[config.mk]
export PLATFORM = sky130hd
export DESIGN_NAME = command_frame_encoder_flat
export DESIGN_NICKNAME = d
export VERILOG_FILES = /design/src/rtl/cfe_pkg.sv /design/src/rtl/cfe_req_if.sv /design/src/rtl/cfe_rsp_if.sv /design/src/rtl/cfe_cfg_if.sv /design/src/rtl/cfe_front.sv /design/src/rtl/cfe_queue.sv /design/src/rtl/cfe_back.sv /design/src/rtl/command_frame_encoder.sv /design/src/flat_wrapper.sv
export SDC_FILE = /design/constraint.sdc
export NUM_CORES = 1
export LEC_CHECK = 0
export BUFFER_PORTS_ARGS = -buffer_cell sky130_fd_sc_hd__buf_2
export CORE_MARGIN = 5
export CORE_UTILIZATION = 44
export DETAILED_ROUTE_END_ITERATION = 10
export SLEW_MARGIN = 20
export SYNTH_ARGS = -nofsm -noshare
export SYNTH_HDL_FRONTEND = slang
export SYNTH_HIERARCHICAL = 1
export SYNTH_SLANG_ARGS = --single-unit
[constraint.sdc]
create_clock -name clk -period 6.3 [get_ports clk]
set_clock_uncertainty 0.05 [all_clocks]
set_input_delay 0 -clock clk [delete_from_list [all_inputs] [get_ports clk]]
set_output_delay 0 -clock clk [all_outputs]
set_load 0.05 [all_outputs]
[src/rtl/cfe_pkg.sv]
// Shared types and constants of the command frame encoder.
package cfe_pkg;

    localparam int CFE_MAX_PARAMS  = 127;
    localparam int CFE_QUEUE_DEPTH = 2;

    localparam logic [7:0] SYNC_BYTE0 = 8'hEB;
    localparam logic [7:0] SYNC_BYTE1 = 8'h90;
    localparam logic [7:0] TAIL_BYTE0 = 8'hDC;
    localparam logic [7:0] TAIL_BYTE1 = 8'h97;

    // Byte positions inside the begin sequence.
    localparam logic [3:0] HDR_SYNC0  = 4'd0;
    localparam logic [3:0] HDR_SYNC1  = 4'd1;
    localparam logic [3:0] HDR_CMD    = 4'd2;
    localparam logic [3:0] HDR_ID0    = 4'd3;
    localparam logic [3:0] HDR_ID1    = 4'd4;
    localparam logic [3:0] HDR_ID2    = 4'd5;
    localparam logic [3:0] HDR_ID3    = 4'd6;
    localparam logic [3:0] HDR_DEV    = 4'd7;
    localparam logic [3:0] HDR_DEVID  = 4'd8;
    localparam logic [3:0] HDR_CTRL   = 4'd9;
    localparam logic [3:0] HDR_LEN    = 4'd10;

    // Byte positions inside the finish sequence.
    localparam logic [3:0] TL_SUM     = 4'd0;
    localparam logic [3:0] TL_TAIL0   = 4'd1;
    localparam logic [3:0] TL_TAIL1   = 4'd2;

    typedef enum logic [1:0] {
        OP_BEGIN  = 2'd0,
        OP_PARAM  = 2'd1,
        OP_FINISH = 2'd2
    } opcode_t;

    typedef enum logic [1:0] {
        ST_OK       = 2'd0,
        ST_MISMATCH = 2'd1,
        ST_ORDER    = 2'd2
    } status_t;

    typedef enum logic [1:0] {
        JOB_HEADER,
        JOB_PARAM,
        JOB_TAIL,
        JOB_REJECT
    } job_kind_t;

    // One classified item as it waits between the front and the back.
    typedef struct packed {
        job_kind_t   kind;
        logic        wide;
        logic        mismatch;
        logic [7:0]  cmd_type;
        logic [7:0]  dev_type;
        logic [7:0]  dev_id;
        logic [7:0]  ctrl_word;
        logic [7:0]  len_byte;
        logic [31:0] value;
    } job_t;

endpackage

[src/rtl/cfe_req_if.sv]
// Input item channel of the command frame encoder.
interface cfe_req_if ();
    logic        valid;
    logic        ready;
    logic [1:0]  opcode;
    logic [7:0]  cmd_type;
    logic [7:0]  dev_type;
    logic [7:0]  dev_id;
    logic [7:0]  ctrl_word;
    logic [30:0] frame_id;
    logic [6:0]  param_count;
    logic [31:0] param_value;

    modport source (
        output valid, opcode, cmd_type, dev_type, dev_id, ctrl_word,
               frame_id, param_count, param_value,
        input  ready
    );
    modport sink (
        input  valid, opcode, cmd_type, dev_type, dev_id, ctrl_word,
               frame_id, param_count, param_value,
        output ready
    );
endinterface

[src/rtl/cfe_rsp_if.sv]
// Output byte channel of the command frame encoder.
interface cfe_rsp_if ();
    logic       valid;
    logic       ready;
    logic [7:0] out_byte;
    logic       run_last;
    logic       frame_end;
    logic [1:0] status;

    modport source (
        output valid, out_byte, run_last, frame_end, status,
        input  ready
    );
    modport sink (
        input  valid, out_byte, run_last, frame_end, status,
        output ready
    );
endinterface

[src/rtl/cfe_cfg_if.sv]
// Configuration write channel of the command frame encoder.
interface cfe_cfg_if ();
    logic valid;
    logic ready;
    logic data;

    modport source (
        output valid, data,
        input  ready
    );
    modport sink (
        input  valid, data,
        output ready
    );
endinterface

[src/rtl/cfe_front.sv]
// Front end: accepts items, tracks frame state and classifies each item.
module cfe_front
    import cfe_pkg::*;
#(
    parameter int MAX_PARAMS = CFE_MAX_PARAMS
)
(
    input  logic         clk,
    input  logic         rst_n,
    cfe_req_if.sink      req,
    cfe_cfg_if.sink      cfg,
    input  logic         q_full,
    output logic         q_push,
    output job_t         q_job
);

    localparam logic [6:0] MAX_CNT = 7'(MAX_PARAMS);

    logic       wide_reg;
    logic       in_frame_reg,  in_frame_next;
    logic [6:0] exp_cnt_reg,   exp_cnt_next;
    logic [7:0] seen_cnt_reg,  seen_cnt_next;
    logic [6:0] cnt_clamped;
    logic       accept;

    assign cfg.ready = 1'b1;
    assign req.ready = !q_full;
    assign accept    = req.valid && req.ready;
    assign q_push    = accept;

    assign cnt_clamped = (req.param_count > MAX_CNT) ? MAX_CNT : req.param_count;

    always_comb
    begin
        q_job.kind      = JOB_REJECT;
        q_job.wide      = wide_reg;
        q_job.mismatch  = (seen_cnt_reg != {1'b0, exp_cnt_reg});
        q_job.cmd_type  = req.cmd_type;
        q_job.dev_type  = req.dev_type;
        q_job.dev_id    = req.dev_id;
        q_job.ctrl_word = req.ctrl_word;
        q_job.len_byte  = wide_reg ? {cnt_clamped[5:0], 2'b00} : {cnt_clamped, 1'b0};
        q_job.value     = req.param_value;
        in_frame_next   = in_frame_reg;
        exp_cnt_next    = exp_cnt_reg;
        seen_cnt_next   = seen_cnt_reg;

        case (req.opcode)
            OP_BEGIN:
            begin
                if (!in_frame_reg)
                begin
                    q_job.kind    = JOB_HEADER;
                    q_job.value   = {1'b0, req.frame_id};
                    in_frame_next = 1'b1;
                    exp_cnt_next  = cnt_clamped;
                    seen_cnt_next = 8'd0;
                end
            end
            OP_PARAM:
            begin
                if (in_frame_reg)
                begin
                    q_job.kind = JOB_PARAM;
                    if (seen_cnt_reg != 8'hFF)
                    begin
                        seen_cnt_next = seen_cnt_reg + 8'd1;
                    end
                end
            end
            OP_FINISH:
            begin
                if (in_frame_reg)
                begin
                    q_job.kind    = JOB_TAIL;
                    in_frame_next = 1'b0;
                    exp_cnt_next  = 7'd0;
                    seen_cnt_next = 8'd0;
                end
            end
            default:
            begin
                q_job.kind = JOB_REJECT;
            end
        endcase
    end

    always_ff @(posedge clk or negedge rst_n)
    begin
        if (!rst_n)
        begin
            wide_reg     <= 1'b1;
            in_frame_reg <= 1'b0;
            exp_cnt_reg  <= 7'd0;
            seen_cnt_reg <= 8'd0;
        end
        else
        begin
            if (cfg.valid && cfg.ready)
            begin
                wide_reg <= cfg.data;
            end
            if (accept)
            begin
                in_frame_reg <= in_frame_next;
                exp_cnt_reg  <= exp_cnt_next;
                seen_cnt_reg <= seen_cnt_next;
            end
        end
    end

endmodule

[src/rtl/cfe_queue.sv]
// Short queue of classified items between the front and the back.
module cfe_queue
    import cfe_pkg::*;
#(
    parameter int DEPTH = CFE_QUEUE_DEPTH
)
(
    input  logic clk,
    input  logic rst_n,
    input  logic push,
    input  job_t push_job,
    output logic full,
    input  logic pop,
    output logic not_empty,
    output job_t head_job
);

    localparam int PTR_W = (DEPTH > 1) ? $clog2(DEPTH) : 1;
    localparam int CNT_W = $clog2(DEPTH + 1);
    localparam logic [PTR_W-1:0] LAST_PTR = PTR_W'(DEPTH - 1);
    localparam logic [CNT_W-1:0] FULL_CNT = CNT_W'(DEPTH);

    job_t             slot_reg [DEPTH];
    logic [PTR_W-1:0] wr_ptr_reg, wr_ptr_next;
    logic [PTR_W-1:0] rd_ptr_reg, rd_ptr_next;
    logic [CNT_W-1:0] count_reg,  count_next;
    logic             do_push, do_pop;

    assign full      = (count_reg == FULL_CNT);
    assign not_empty = (count_reg != '0);
    assign head_job  = slot_reg[rd_ptr_reg];
    assign do_push   = push && !full;
    assign do_pop    = pop && not_empty;

    always_comb
    begin
        wr_ptr_next = wr_ptr_reg;
        rd_ptr_next = rd_ptr_reg;
        count_next  = count_reg;
        if (do_push)
        begin
            wr_ptr_next = (wr_ptr_reg == LAST_PTR) ? '0 : wr_ptr_reg + PTR_W'(1);
        end
        if (do_pop)
        begin
            rd_ptr_next = (rd_ptr_reg == LAST_PTR) ? '0 : rd_ptr_reg + PTR_W'(1);
        end
        if (do_push && !do_pop)
        begin
            count_next = count_reg + CNT_W'(1);
        end
        else if (do_pop && !do_push)
        begin
            count_next = count_reg - CNT_W'(1);
        end
    end

    always_ff @(posedge clk or negedge rst_n)
    begin
        if (!rst_n)
        begin
            wr_ptr_reg <= '0;
            rd_ptr_reg <= '0;
            count_reg  <= '0;
        end
        else
        begin
            wr_ptr_reg <= wr_ptr_next;
            rd_ptr_reg <= rd_ptr_next;
            count_reg  <= count_next;
        end
    end

    always_ff @(posedge clk)
    begin
        if (do_push)
        begin
            slot_reg[wr_ptr_reg] <= push_job;
        end
    end

endmodule

[src/rtl/cfe_back.sv]
// Back end: serializes queued items, one byte per cycle unless stalled.
module cfe_back
    import cfe_pkg::*;
(
    input  logic      clk,
    input  logic      rst_n,
    input  logic      q_not_empty,
    input  job_t      q_head,
    output logic      q_pop,
    cfe_rsp_if.source rsp
);

    logic       rsp_valid_reg;
    logic [7:0] byte_reg;
    logic       last_reg;
    logic       end_reg;
    status_t    status_reg;

    logic [3:0] idx_reg, idx_next;
    logic [7:0] sum_reg, sum_next;

    logic       load;
    logic       emit;
    logic [7:0] byte_next;
    logic       last_next;
    logic       end_next;
    status_t    status_next;
    status_t    tail_status;

    assign rsp.valid     = rsp_valid_reg;
    assign rsp.out_byte  = byte_reg;
    assign rsp.run_last  = last_reg;
    assign rsp.frame_end = end_reg;
    assign rsp.status    = status_reg;

    assign load        = !rsp_valid_reg || rsp.ready;
    assign emit        = load && q_not_empty;
    assign q_pop       = emit && last_next;
    assign tail_status = q_head.mismatch ? ST_MISMATCH : ST_OK;

    // Byte selection for the item at the head of the queue.
    always_comb
    begin
        byte_next   = 8'h00;
        last_next   = 1'b0;
        end_next    = 1'b0;
        status_next = ST_OK;
        sum_next    = sum_reg;

        case (q_head.kind)
            JOB_HEADER:
            begin
                case (idx_reg)
                    HDR_SYNC0: byte_next = SYNC_BYTE0;
                    HDR_SYNC1: byte_next = SYNC_BYTE1;
                    HDR_CMD:   byte_next = q_head.cmd_type;
                    HDR_ID0:   byte_next = q_head.value[7:0];
                    HDR_ID1:   byte_next = q_head.value[15:8];
                    HDR_ID2:   byte_next = q_head.value[23:16];
                    HDR_ID3:   byte_next = q_head.value[31:24];
                    HDR_DEV:   byte_next = q_head.dev_type;
                    HDR_DEVID: byte_next = q_head.dev_id;
                    HDR_CTRL:  byte_next = q_head.ctrl_word;
                    HDR_LEN:   byte_next = q_head.len_byte;
                    default:   byte_next = 8'h00;
                endcase
                last_next = (idx_reg == HDR_LEN);
                // The checksum covers every byte after the sync word.
                if (idx_reg == HDR_SYNC0 || idx_reg == HDR_SYNC1)
                begin
                    sum_next = 8'h00;
                end
                else
                begin
                    sum_next = sum_reg + byte_next;
                end
            end
            JOB_PARAM:
            begin
                case (idx_reg[1:0])
                    2'd0:    byte_next = q_head.value[7:0];
                    2'd1:    byte_next = q_head.value[15:8];
                    2'd2:    byte_next = q_head.value[23:16];
                    default: byte_next = q_head.value[31:24];
                endcase
                last_next = q_head.wide ? (idx_reg == 4'd3) : (idx_reg == 4'd1);
                sum_next  = sum_reg + byte_next;
            end
            JOB_TAIL:
            begin
                case (idx_reg)
                    TL_SUM:   byte_next = sum_reg;
                    TL_TAIL0: byte_next = TAIL_BYTE0;
                    TL_TAIL1: byte_next = TAIL_BYTE1;
                    default:  byte_next = 8'h00;
                endcase
                last_next   = (idx_reg == TL_TAIL1);
                end_next    = last_next;
                status_next = tail_status;
                if (last_next)
                begin
                    sum_next = 8'h00;
                end
            end
            default:
            begin
                byte_next   = 8'h00;
                last_next   = 1'b1;
                status_next = ST_ORDER;
            end
        endcase

        if (last_next)
        begin
            idx_next = 4'd0;
        end
        else
        begin
            idx_next = idx_reg + 4'd1;
        end
    end

    always_ff @(posedge clk or negedge rst_n)
    begin
        if (!rst_n)
        begin
            rsp_valid_reg <= 1'b0;
            idx_reg       <= 4'd0;
            sum_reg       <= 8'h00;
        end
        else
        begin
            if (emit)
            begin
                rsp_valid_reg <= 1'b1;
                idx_reg       <= idx_next;
                sum_reg       <= sum_next;
            end
            else if (rsp.ready)
            begin
                rsp_valid_reg <= 1'b0;
            end
        end
    end

    always_ff @(posedge clk)
    begin
        if (emit)
        begin
            byte_reg   <= byte_next;
            last_reg   <= last_next;
            end_reg    <= end_next;
            status_reg <= status_next;
        end
    end

endmodule

[src/rtl/command_frame_encoder.sv]
// The first byte of an item is registered in a queue slot and then in the byte output register.
// Output: one byte per cycle while the output is ready and items are queued, set by the single byte
// output register; a begin item makes 11 bytes, a parameter 2 or 4, a finish 3 and a rejected item 1.
// The front accepts new items while the back is still serializing, up to the queue depth.
// Reset: no frame open, empty queue, no output pending, 32-bit elements selected.
module command_frame_encoder
    import cfe_pkg::*;
#(
    parameter int MAX_PARAMS  = CFE_MAX_PARAMS,
    parameter int QUEUE_DEPTH = CFE_QUEUE_DEPTH
)
(
    input  logic      clk,
    input  logic      rst_n,
    cfe_req_if.sink   req,
    cfe_cfg_if.sink   cfg,
    cfe_rsp_if.source rsp
);

    logic q_push;
    logic q_full;
    logic q_pop;
    logic q_not_empty;
    job_t q_push_job;
    job_t q_head;

    cfe_front #(
        .MAX_PARAMS (MAX_PARAMS)
    ) u_front (
        .clk    (clk),
        .rst_n  (rst_n),
        .req    (req),
        .cfg    (cfg),
        .q_full (q_full),
        .q_push (q_push),
        .q_job  (q_push_job)
    );

    cfe_queue #(
        .DEPTH (QUEUE_DEPTH)
    ) u_queue (
        .clk       (clk),
        .rst_n     (rst_n),
        .push      (q_push),
        .push_job  (q_push_job),
        .full      (q_full),
        .pop       (q_pop),
        .not_empty (q_not_empty),
        .head_job  (q_head)
    );

    cfe_back u_back (
        .clk         (clk),
        .rst_n       (rst_n),
        .q_not_empty (q_not_empty),
        .q_head      (q_head),
        .q_pop       (q_pop),
        .rsp         (rsp)
    );

endmodule

[src/flat_wrapper.sv]
// flat-port wrapper written by rule: the top's interface ports become plain ports
module command_frame_encoder_flat import cfe_pkg::*;
#(
    parameter int MAX_PARAMS  = CFE_MAX_PARAMS,
    parameter int QUEUE_DEPTH = CFE_QUEUE_DEPTH
)
  (clk, rst_n, req_valid, req_opcode, req_cmd_type, req_dev_type, req_dev_id, req_ctrl_word, req_frame_id, req_param_count, req_param_value, req_ready, cfg_valid, cfg_data, cfg_ready, rsp_valid, rsp_out_byte, rsp_run_last, rsp_frame_end, rsp_status, rsp_ready);
  cfe_req_if req_i ();
  cfe_cfg_if cfg_i ();
  cfe_rsp_if rsp_i ();
  input  logic clk;
  input  logic rst_n;
  input wire logic [$bits(req_i.valid)-1:0] req_valid;
  input wire logic [$bits(req_i.opcode)-1:0] req_opcode;
  input wire logic [$bits(req_i.cmd_type)-1:0] req_cmd_type;
  input wire logic [$bits(req_i.dev_type)-1:0] req_dev_type;
  input wire logic [$bits(req_i.dev_id)-1:0] req_dev_id;
  input wire logic [$bits(req_i.ctrl_word)-1:0] req_ctrl_word;
  input wire logic [$bits(req_i.frame_id)-1:0] req_frame_id;
  input wire logic [$bits(req_i.param_count)-1:0] req_param_count;
  input wire logic [$bits(req_i.param_value)-1:0] req_param_value;
  output wire logic [$bits(req_i.ready)-1:0] req_ready;
  input wire logic [$bits(cfg_i.valid)-1:0] cfg_valid;
  input wire logic [$bits(cfg_i.data)-1:0] cfg_data;
  output wire logic [$bits(cfg_i.ready)-1:0] cfg_ready;
  output wire logic [$bits(rsp_i.valid)-1:0] rsp_valid;
  output wire logic [$bits(rsp_i.out_byte)-1:0] rsp_out_byte;
  output wire logic [$bits(rsp_i.run_last)-1:0] rsp_run_last;
  output wire logic [$bits(rsp_i.frame_end)-1:0] rsp_frame_end;
  output wire logic [$bits(rsp_i.status)-1:0] rsp_status;
  input wire logic [$bits(rsp_i.ready)-1:0] rsp_ready;
  assign req_i.valid = req_valid;
  assign req_i.opcode = req_opcode;
  assign req_i.cmd_type = req_cmd_type;
  assign req_i.dev_type = req_dev_type;
  assign req_i.dev_id = req_dev_id;
  assign req_i.ctrl_word = req_ctrl_word;
  assign req_i.frame_id = req_frame_id;
  assign req_i.param_count = req_param_count;
  assign req_i.param_value = req_param_value;
  assign req_ready = req_i.ready;
  assign cfg_i.valid = cfg_valid;
  assign cfg_i.data = cfg_data;
  assign cfg_ready = cfg_i.ready;
  assign rsp_valid = rsp_i.valid;
  assign rsp_out_byte = rsp_i.out_byte;
  assign rsp_run_last = rsp_i.run_last;
  assign rsp_frame_end = rsp_i.frame_end;
  assign rsp_status = rsp_i.status;
  assign rsp_i.ready = rsp_ready;
  command_frame_encoder #(.MAX_PARAMS(MAX_PARAMS), .QUEUE_DEPTH(QUEUE_DEPTH)) u_core (.clk(clk), .rst_n(rst_n), .req(req_i), .cfg(cfg_i), .rsp(rsp_i));
endmodule
==> flow_metrics.env <==
export IMPL_portBuffers=123
export IMPL_die_area_um2=26600
export IMPL_critPathMaxFanout=54
export IMPL_cts_repair_timing_setup_buffer_count=0
export IMPL_synth_top_family_by_area="multiplexers"
export IMPL_hold_class="input port to flop"
export IMPL_yosysSeqAreaShare_pct=56.0
export IMPL_hpwl_um=16000
export IMPL_ys_flop_type="edfxtp_1"
export IMPL_yosysTopAreaCell="edfxtp_1"
export IMPL_synth_edff_count=164
export IMPL_cts_root_buffer="clkbuf_16"
export IMPL_grt_max_degree=60
export IMPL_num_rows=56
export IMPL_final_max_slew_viol_count=0
export IMPL_drv_cap=0
export IMPL_async_reset_ff_share_pct=17.2
export IMPL_vias=6829
export IMPL_fin_crit_ns=4.22
export IMPL_fp_coreArea_um2=23300
export IMPL_largest_register_ffs=152
export IMPL_path_class="flop to flop"
export IMPL_ctsResizeCount=0
export IMPL_diodes=0
export IMPL_io_pin_count=125
export IMPL_ys_top_cells_by_area="edfxtp_1, mux2_2, dfrtp_1, mux2_4, ha_1"
export IMPL_period_share_pct=66.9
export IMPL_synth_commonest_cells="edfxtp_1, mux2_2, nand2_1, buf_4, dfrtp_1"
export IMPL_synth_cell_type_count=73
export IMPL_worstPathArrival_ns=4.48
export IMPL_finalSetupTns_ns=0
export IMPL_nNetsFinal=1098
export IMPL_yosys_warnings=6
export IMPL_cellPowerDensity_nw_per_um2=464
export IMPL_first_iter_violations=604
export IMPL_p_leak_nw=4.92
export IMPL_tightest_slew_ns=0.969
export IMPL_area_growth_pct=22.4
export IMPL_clk_pin_slew_ns=0.08
export IMPL_yosysMostFrequentCell="edfxtp_1"
export IMPL_clk_path_buf_depth=2
export IMPL_postRouteAntennaNets=0
export IMPL_fmax_ghz=0.237
export IMPL_grt_overflow=0
export IMPL_gr_usage_met1_pct=25.4
export IMPL_numClockSinks=198
export IMPL_final_area_um2=12600
export IMPL_die_w_um=163
export IMPL_numCtsBuffers=17
export IMPL_start_util_pct=44.4
export IMPL_synth_avg_cell_area_um2=13.2
export IMPL_place_area_um2=10900
export IMPL_rsz0062_at_grt="false"
export IMPL_slew_headroom_pct=35.3
export IMPL_status="finished, final reports clean"
export IMPL_avgRoutedWirePerCell_um=18.9
export IMPL_synthMuxAreaShare_pct=15.0
export IMPL_synth_area_um2=10300
export IMPL_cts_tree="done"
export IMPL_syn_nets=914
export IMPL_setup_viol=0
export IMPL_synthSimpleGateAreaFrac_pct=7.11
export IMPL_cp_start_kind="flop"
export IMPL_first_global_vias=6980
export IMPL_drive_gt1_share_pct=30.8
export IMPL_antenna_found_initial=0
export IMPL_grt_pass1_wl_um=37900
export IMPL_synth_cells=779
export IMPL_ys_ff_latch=198
export IMPL_die_h_um=163
export IMPL_holdBufCountCts=109
export IMPL_grt_use_total_pct=18.4
export IMPL_grt_met3_usage_pct=2.75
export IMPL_synth_top_area_share_pct=47.7
export IMPL_h_tree_depth=4
export IMPL_insertion_delay_ns=0.44
export IMPL_end_kind="flop"
export IMPL_grtUsageMet2_pct=30.2
export IMPL_hold_viol=0
export IMPL_first_pass_iters=6
export IMPL_place_gp_congestion=0.933
export IMPL_vias_per_cell=5.27
export IMPL_required_ns=6.57
export IMPL_detail_route_wirelength_um=24400
export IMPL_gr_max_usage_layer="met2"
export IMPL_synth_xor_area_share_pct=2.04
export IMPL_drc=0
export IMPL_synthAdderAreaFrac_pct=3.59
export IMPL_synth_compound_area_share_pct=10.2
export IMPL_ir_drop_uv=203
cell families after synthesis:
group           count (synthesis)
compound gates                143
mux                           129
xor+xnor                       24
fa+ha+maj                      29
buf+inv                       107
other cells                     2
flops                         198
simple gates                  147
per-stage QoR:
step | hold slack, ns | utilization (%) | power (W) | cells | worst slack, ns
2_1_floorplan | -0.346 | - | 0.00406 | 779 | 1.67
3_3_place_gp | 0.123 | 47.0 | 0.00468 | 1154 | 2.19
4_1_cts | 0.0829 | 54.3 | 0.00588 | 1295 | 2.10
6_report | 0.0939 | 54.3 | 0.00586 | 1295 | 2.08
5_1_grt | 0.174 | 54.3 | 0.00621 | 1295 | 1.84
3_5_place_dp | 0.118 | 47.0 | 0.00469 | 1154 | 2.10
routing by layer:
layer  share of wire [%]  wire (um)
met5                   0          0
met4                 2.2        534
met3                 4.4       1070
met2                  48      11700
met1                  46      11200
power by group:
| group | internal [W] | switching, W | total, W |
|---|---|---|---|
| Sequential | 0.00186 | 0.000231 | 0.00209 |
| Combinational | 0.00111 | 0.00156 | 0.00267 |
| Clock | 0.000598 | 0.000507 | 0.00110 |
area by class of cell:
class	instances	area [um2]
well taps	319	399
inverters	29	109
clock buffers	18	429
clock inverters	14	166
multi-input cells	474	3950
fillers	1944	10600
repair buffers	243	1800
flip-flops and latches	198	5780
cells in the final DEF, fill, tap and decap left out, types with 6 or more instances in the layout:
cell             n
dfrtp_1         32
buf_2          123
mux2_2          87
xnor2_1         10
buf_4           10
xor2_1          14
nor2_1          25
o21ai_0         25
nand3_1         11
dlygate4sd3_1  109
a21oi_1         28
mux2i_1         12
a22oi_1         12
nand2_1         51
inv_1           29
o22ai_1          6
nor2b_1          7
a222oi_1        13
clkbuf_16       17
mux2_4          30
a221oi_1        11
ha_1            23
edfxtp_1       164
and2_1           7
nand2b_1         9
critical path, stage by stage, from the launching register on:
cell and delay, ns:
dfrtp_4 0.96, buf_12 0.29, mux2_4 0.35, a222oi_1 0.31, mux2i_1 0.15, ha_1 0.35
a21oi_1 0.24, o21bai_1 0.11, a21oi_1 0.25, o21bai_1 0.10, a21oi_1 0.18, xor2_1 0.10
a21o_1 0.19, a2111o_1 0.39
final timing paths:
check	from	to	slack [ns]	cells past startpoint
worst min register to register	u_core/u_queue/count_reg[1]$_DFFE_PN0P_	u_core/u_queue/count_reg[1]$_DFFE_PN0P_	0.44	1
worst min-delay path	req_valid	u_core/u_queue/wr_ptr_reg$_DFFE_PN0N_	0.09	5
max in group asynchronous	rst_n	u_core/u_queue/rd_ptr_reg$_DFFE_PN0P_	5.41	2
min in group asynchronous	rst_n	u_core/u_back/idx_reg[2]$_DFFE_PN0P_	0.17	2
worst max register to register	u_core/u_queue/rd_ptr_reg$_DFFE_PN0P_	u_core/u_back/sum_reg[7]$_DFFE_PN0P_	2.08	13
worst max-delay path	u_core/u_queue/rd_ptr_reg$_DFFE_PN0P_	u_core/u_back/sum_reg[7]$_DFFE_PN0P_	2.08	13
(Power assumes the default switching activity.)
